<file path="src/sv/pga_pkg.sv">
// types, constants and helper functions for the gravity acceleration block
// no dependencies
`default_nettype none
package pga_pkg;

   localparam int MAX_BODIES_DEF = 16;
   localparam int REQ_W          = 256;
   localparam int RSP_W          = 200;
   localparam int IDX_OUT_W      = 6;

   localparam logic [63:0] POS_MAX = 64'h7FFF_FFFF_FFFF_FFFF;
   localparam logic [63:0] NEG_MIN = 64'h8000_0000_0000_0000;

   typedef struct packed {
      logic [63:0] mass;
      logic [63:0] px;
      logic [63:0] py;
      logic [63:0] pz;
      logic [63:0] ax;
      logic [63:0] ay;
      logic [63:0] az;
      logic        sat;
   } body_type;

   typedef struct packed {
      logic            skip;
      logic [2:0]      neg;
      logic [2:0][63:0] ti;
      logic [2:0]      ci;
      logic [2:0][63:0] tj;
      logic [2:0]      cj;
   } pair_result_type;

   typedef enum logic [2:0] {
      T_LOAD, T_CAPTURE, T_WALK, T_PAIR, T_OUT
   } top_state_type;

   typedef enum logic [3:0] {
      P_IDLE, P_DIFF, P_NORM, P_SQ, P_SQRT, P_R3, P_DIV,
      P_TH, P_PJ, P_PI, P_SCALE, P_DONE
   } pair_state_type;

   // saturating add or subtract of a magnitude, overflow flag on top
   function automatic logic [64:0] sat_add(input logic [63:0] acc, input logic neg,
                                           input logic [63:0] mag);
      logic [64:0] s;
      if (neg) s = {acc[63], acc} - {1'b0, mag};
      else     s = {acc[63], acc} + {1'b0, mag};
      if (s[64] != s[63]) return {1'b1, (neg ? NEG_MIN : POS_MAX)};
      return {1'b0, s[63:0]};
   endfunction

endpackage
`default_nettype wire

</file>
<file path="src/sv/pga_cell.sv">
// one body cell of the rotating ring: mass, position, accumulators
// depends on pga_pkg
`default_nettype none
module pga_cell import pga_pkg::*; (
   input  logic     clock,
   input  logic     load_en,
   input  body_type load_data,
   input  logic     shift_en,
   input  body_type shift_data,
   output body_type q
);
   body_type cell_ff, cell_in;

   always_comb begin
      cell_in = cell_ff;
      if (load_en) begin
         cell_in = load_data;
      end else if (shift_en) begin
         cell_in = shift_data;
      end
   end

   always_ff @(posedge clock) begin
      cell_ff <= cell_in;
   end

   assign q = cell_ff;
endmodule
`default_nettype wire

</file>
<file path="config.mk">
export PLATFORM = sky130hd
export DESIGN_NAME = pga_cell
export DESIGN_NICKNAME = d
export VERILOG_FILES = /design/src/sv/pga_pkg.sv /design/src/sv/pga_cell.sv
export SDC_FILE = /design/constraint.sdc
export NUM_CORES = 1
export LEC_CHECK = 0
export ABC_AREA = 1
export BUFFER_PORTS_ARGS = -buffer_cell sky130_fd_sc_hd__buf_2
export CORE_AREA = 2 2 532 534
export CTS_BUF_LIST = sky130_fd_sc_hd__clkbuf_4
export DETAILED_ROUTE_END_ITERATION = 10
export DIE_AREA = 0 0 534 536
export HOLD_SLACK_MARGIN = 0.12
export RECOVER_POWER = 25
export SYNTH_ARGS = -nofsm -noshare
export SYNTH_HDL_FRONTEND = slang
export SYNTH_SLANG_ARGS = --single-unit
</file>
<file path="constraint.sdc">
create_clock -name clock -period 12.05 [get_ports clock]
set_input_delay 1.8075 -clock clock [delete_from_list [all_inputs] [get_ports clock]]
set_output_delay 1.8075 -clock clock [all_outputs]
set_load 0.005 [all_outputs]
</file>
==> summary.md, run 1 <==
| Metric | Value |
|---|---|
| Slew @ Worst Pin | `4.19 ns` |
| DR vias/cell | `2.95` |
| Clock network power share | `37.5%` |
| Crit path DAT | `8.30 ns` |
| Switch share | `31.1%` |
| # DRC | `0` |
| Setup violations, final | `0` |
| Async SR Flop Fraction | `0%` |
| Synth Register Bits | `449` |
| Area growth, synth to finish | `66.4%` |
| CP Max Fanout | `93` |
| I/O pins | `1350` |
| Final worst setup slack | `4.69 ns` |
| Max Cap Viol | `8` |
| Reg clk slew, reported paths | `0.07 ns` |
| IR drop worst, VDD | `0.0000654 V` |
| Fin. max-slew vios | `459` |
| Layout Cells excl Fill | `7254` |
| Slew headroom | `-180%` |
| Core Rows | `195` |
| Sequential power share | `44.7%` |
| Initial Util | `6.89%` |
| PD cells | `137 mW/mm^2` |
| Cells after DPL | `6905` |
| CP startpoint kind | `input port` |
| Hold crit path type | `input port to register` |
| DR vias | `21400` |
| Total CTS buffers | `142` |
| CTS max path bufs | `4` |
| Post-synth EDFFs | `449` |
| Top-count cell post-synth | `nand2_1` |
| Critical path class | `input port to register` |
| Minimum clock period | `7.36 ns` |
| Synth Cell Area | `0.0194 mm^2` |
| Largest cells by area after synthesis | `edfxtp_1, nand2_1, buf_6` |
| DP Worst Slack | `7.04 ns` |
| Pleak | `15.0 nW` |
| Netlist cell types | `8` |
| Buffers and inverters on the worst path | `4` |
| Status | `complete, but fails checks` |
| Most instantiated cells after synthesis | `nand2_1, edfxtp_1, buf_2` |
| CP peak stage delay | `2.98 ns` |
| WP data required | `13.00 ns` |
| Mapped Nets | `2798` |
| Antenna Violating Nets Remaining | `0` |
| Buffers on Ports | `1349` |
| Slowest cell on the critical path | `clkbuf_1` |
| Clk root buf | `clkbuf_4` |
| Total negative setup slack | `0 ns` |
| Register area share after synthesis | `69.7%` |
| Post-CTS Hold Buffers | `0` |
| First-pass GRT wire length | `241000 um` |
| Avg WL per Cell | `28.2 um` |
| Ys Warns | `0` |
| P_int | `3.04 mW` |
| Max reg flops | `449` |
| Clock sinks | `449` |
| CTS tree | `done` |
| Global route overflow | `0` |
| Main synth FF type | `edfxtp_1` |
| Vias in the first global route | `19400` |
| Comb pwr share | `17.8%` |
| Hpwl dp | `182000 um` |
| CP Cell Sequence | `buf_8, clkbuf_1, clkbuf_1, buf_4, nand2_1, nand2_1` |
| Final hold violation count | `0` |
| Final WL | `204000 um` |
| H-tree depth | `4` |
| Peak Freq | `136 MHz` |
| Delay-heaviest family, CP | `buffers and inverters` |
| Layout cell share with drive strength beyond 1 | `46.1%` |
| RePlAce Congestion | `1.10` |
| Antenna violations before repair | `334` |
| Post-Syn Instances | `1897` |
| Die ar. | `0.286 mm^2` |
| Initial DRC Count | `1431` |
| Largest net degree at the start of global routing | `218` |
| RSZ-0062 raised after global routing | `false` |
| Fin crit share | `61.1%` |
| Utilization after layout | `11.5%` |
| WHS | `0.884 ns` |
| Die H | `536 um` |
| Core area | `0.281 mm^2` |
| Synth top area share | `69.7%` |
| Failing checks | `max-capacitance violations, max-slew violations` |
| Die width | `534 um` |
| DRT Pass-1 Iters | `5` |
| Critical path capture point type | `register` |
| GRT Util Overall | `13.6%` |
| Sw power | `1.37 mW` |
| Syn Area/Cell | `10.2 um^2` |
| Nets@finish | `4207` |
| Biggest area consumer among synthesized cells | `edfxtp_1` |
| Post-CTS Setup Inserts | `0` |
| # resized after CTS | `0` |
final timing paths:
kind / cells after the start / slack [ns] / from / to
worst min-delay path: 3 / 0.88 / shift_data[58] / q[58]
worst max-delay path: 6 / 4.69 / load_en / q[394]
stage by stage:
stage | power (mW) | cell area, um^2
finish | 4.40 | 32200
global route | 4.65 | 32100
CTS | 4.52 | 32000
detailed placement | 2.81 | 30200
global placement | 2.80 | 30200
floorplan | 2.21 | 19400
logic make-up (layout without fill, tap and decap cells):
family | Yosys count | count (layout) | synth area share [%]
other | 0 | 106 | 0
buffers and inverters | 100 | 1608 | 4.16
DFF | 449 | 449 | 69.7
and+or+nand+nor | 1348 | 1348 | 26.2
metal layers:
metal,vias to the layer above,GRT usage [%],share of wire [%]
met2,1950,20.5,42
met3,703,10.0,17
li1,9162,-,-
met1,9468,14.4,35
met5,-,0.500,0.52
met4,134,5.68,5.5
placed cells by master (no fill, tap or decap), drive strengths merged:
| cell type | netlist | routed |
|---|---|---|
| buf | 99 | 1357 |
| bufinv | 0 | 5 |
| clkbuf | 0 | 198 |
| clkinv | 0 | 41 |
| clkinvlp | 0 | 4 |
| diode | 0 | 106 |
| edfxtp | 449 | 449 |
| inv | 1 | 3 |
| nand2 | 1347 | 1347 |
| or2 | 1 | 1 |
power by group through the flow:
stage	logic [mW]	clock network (mW)	registers [mW]
2_1_floorplan	0.175	0	2.04
3_3_place_gp	0.807	0	1.99
3_5_place_dp	0.810	0	2.00
4_1_cts	0.811	1.74	1.97
5_1_grt	0.855	1.81	1.98
6_report	0.783	1.65	1.97
cell type report:
| cell class | count | area (um^2) |
|---|---|---|
| clock inverter | 52 | 360 |
| tap | 3743 | 4680 |
| antenna | 106 | 265 |
| sequential | 449 | 13500 |
| multi-input combinational | 1348 | 5060 |
| inverter | 1 | 30.0 |
| clock buffer | 191 | 1430 |
| fill | 32500 | 249000 |
| timing repair buffer | 1364 | 6870 |
tightest hold or removal path: stages:
cell and delay (ns):
buf_2 0.08, nand2_1 0.04, nand2_1 0.05
No activity file was read; power rests on OpenSTA's default activity.
==> run 2: changes to the inputs <==
- CORE_AREA: 2 2 532 534 -> 2 2 528 530
- DIE_AREA: 0 0 534 536 -> 0 0 530 532
- clock period: 12.05 -> 6.7 ns (I/O delays scaled with it)
==> summary.md, run 2 (synthesis results as in run 1) <==
| Metric | Value |
|---|---|
| Cells after DPL | `6867` |
| CTS tree | `done` |
| H-tree depth | `4` |
| Total CTS buffers | `146` |
| Slowest cell on the critical path | `clkbuf_1` |
| Layout cell share with drive strength beyond 1 | `37.0%` |
| # DRC | `0` |
| Most frequent cells in the layout | `buf_2, nand2_1, dlygate4sd3_1, edfxtp_1, clkbuf_4` |
| Delay-heaviest family, CP | `buffers and inverters` |
| DR vias | `25000` |
| Initial DRC Count | `1689` |
| First-pass GRT wire length | `256000 um` |
| Global route overflow | `0` |
| Setup violations, final | `0` |
| Crit path DAT | `5.27 ns` |
| DRT Pass-1 Iters | `5` |
| Slew @ Worst Pin | `3.65 ns` |
| Dpl cell area | `0.0301 mm^2` |
| Clock sinks | `449` |
| Antenna Violating Nets Remaining | `0` |
| Initial Util | `7.02%` |
| Final hold violation count | `0` |
| Slew headroom | `-143%` |
| Design Area, Final | `0.0408 mm^2` |
| IR drop worst, VDD | `0.000142 V` |
| WHS | `0.334 ns` |
| Total negative setup slack | `0 ns` |
| Buffers on Ports | `1349` |
| Critical path capture point type | `register` |
| Fin crit share | `69.8%` |
| I/O pins | `1350` |
| Core Rows | `193` |
| Fillers | `31200` |
| Clk root buf | `clkbuf_4` |
| Peak Freq | `214 MHz` |
| Minimum clock period | `4.68 ns` |
| Max reg flops | `449` |
| Status | `complete, but fails checks` |
| Layout Cells excl Fill | `8075` |
| Fin. max-slew vios | `359` |
| Final WL | `211000 um` |
| Post-CTS Setup Inserts | `0` |
| Max Cap Viol | `5` |
| GRT Util Overall | `14.3%` |
| PD cells | `211 mW/mm^2` |
| CP peak stage delay | `2.59 ns` |
| Die ar. | `0.282 mm^2` |
| Avg WL per Cell | `26.2 um` |
| Reg clk slew, reported paths | `0.06 ns` |
| Core area | `0.276 mm^2` |
| Buffers and inverters on the worst path | `2` |
| Failing checks | `max-capacitance violations, max-slew violations` |
| Hold crit path type | `input port to register` |
| CP Cell Sequence | `buf_8, or2_0, clkbuf_1` |
| CP Max Fanout | `60` |
| Die H | `532 um` |
| Largest net degree at the start of global routing | `237` |
| Antenna violations before repair | `274` |
| RSZ-0062 raised after global routing | `false` |
| CTS max path bufs | `4` |
| Hpwl dp | `179000 um` |
| # resized after CTS | `0` |
| CP startpoint kind | `input port` |
| Pleak | `18.8 nW` |
| WP data required | `7.29 ns` |
| Critical path class | `input port to register` |
| Nets@finish | `5067` |
| Die width | `530 um` |
| Area growth, synth to finish | `111%` |
| DR vias/cell | `3.10` |
| Utilization after layout | `14.8%` |
| RePlAce Congestion | `1.02` |
| Post-CTS Hold Buffers | `856` |
| Commonest non-fill, non-tap cell in the layout | `buf_2` |
| Vias in the first global route | `24500` |
run 2: changes by cell type in the layout (fill, tap and decap cells not counted):
| cell | change |
|---|---|
| dlygate4sd3_1 | +856 |
| diode_2 | -4 |
| clkbuf_2 | +2 |
| buf_4 | +2 |
| clkinv_1 | +1 |
| bufinv_16 | +1 |
| clkinvlp_4 | -3 |
| inv_6 | +2 |
| clkbuf_1 | -4 |
| clkinv_2 | +6 |
run 2: final timing paths:
| kind | startpoint | to | slack, ns | depth (start not counted) |
|---|---|---|---|---|
| min | load_data[33] | q[33] | 0.33 | 3 |
| max | load_en | q[337] | 2.02 | 3 |
run 2: cell type report:
| class | count | area, um^2 | area share (%) |
|---|---|---|---|
| tap | 3705 | 4640 | 11.4 |
| clock buffer | 191 | 1430 | 3.52 |
| sequential | 449 | 13500 | 33.1 |
| inverter | 1 | 30.0 | 0.0737 |
| clock inverter | 59 | 419 | 1.03 |
| antenna | 102 | 255 | 0.626 |
| timing repair buffer | 2220 | 15500 | 37.9 |
| multi-input combinational | 1348 | 5060 | 12.4 |
run 2: per-layer routing:
metal | wire (um) | global-route usage (%) | up-vias | share of wire [%]
met2 | 93100 | 22.8 | 1967 | 44
met3 | 32800 | 9.04 | 665 | 16
li1 | - | - | 10900 | -
met1 | 74000 | 14.7 | 11400 | 35
met5 | 864 | 0 | - | 0.41
met4 | 10700 | 6.45 | 134 | 5.1
run 2: stage by stage:
| step | worst slack (ns) | total power, mW |
|---|---|---|
| finish | 2.02 | 8.59 |
| global route | 1.87 | 9.08 |
| CTS | 3.49 | 8.80 |
| detailed placement | 3.19 | 5.06 |
| global placement | 3.16 | 5.05 |
| floorplan | 1.68 | 3.96 |
run 2: report_power, final:
group / total, mW / internal (mW) / leakage (nW) / switching (mW)
clock: 3.11 / 1.57 / 1.09 / 1.54
sequential: 3.55 / 3.46 / 4.62 / 0.0886
combinational: 1.93 / 0.884 / 13.1 / 1.05
total: 8.59 / 5.91 / 18.8 / 2.67
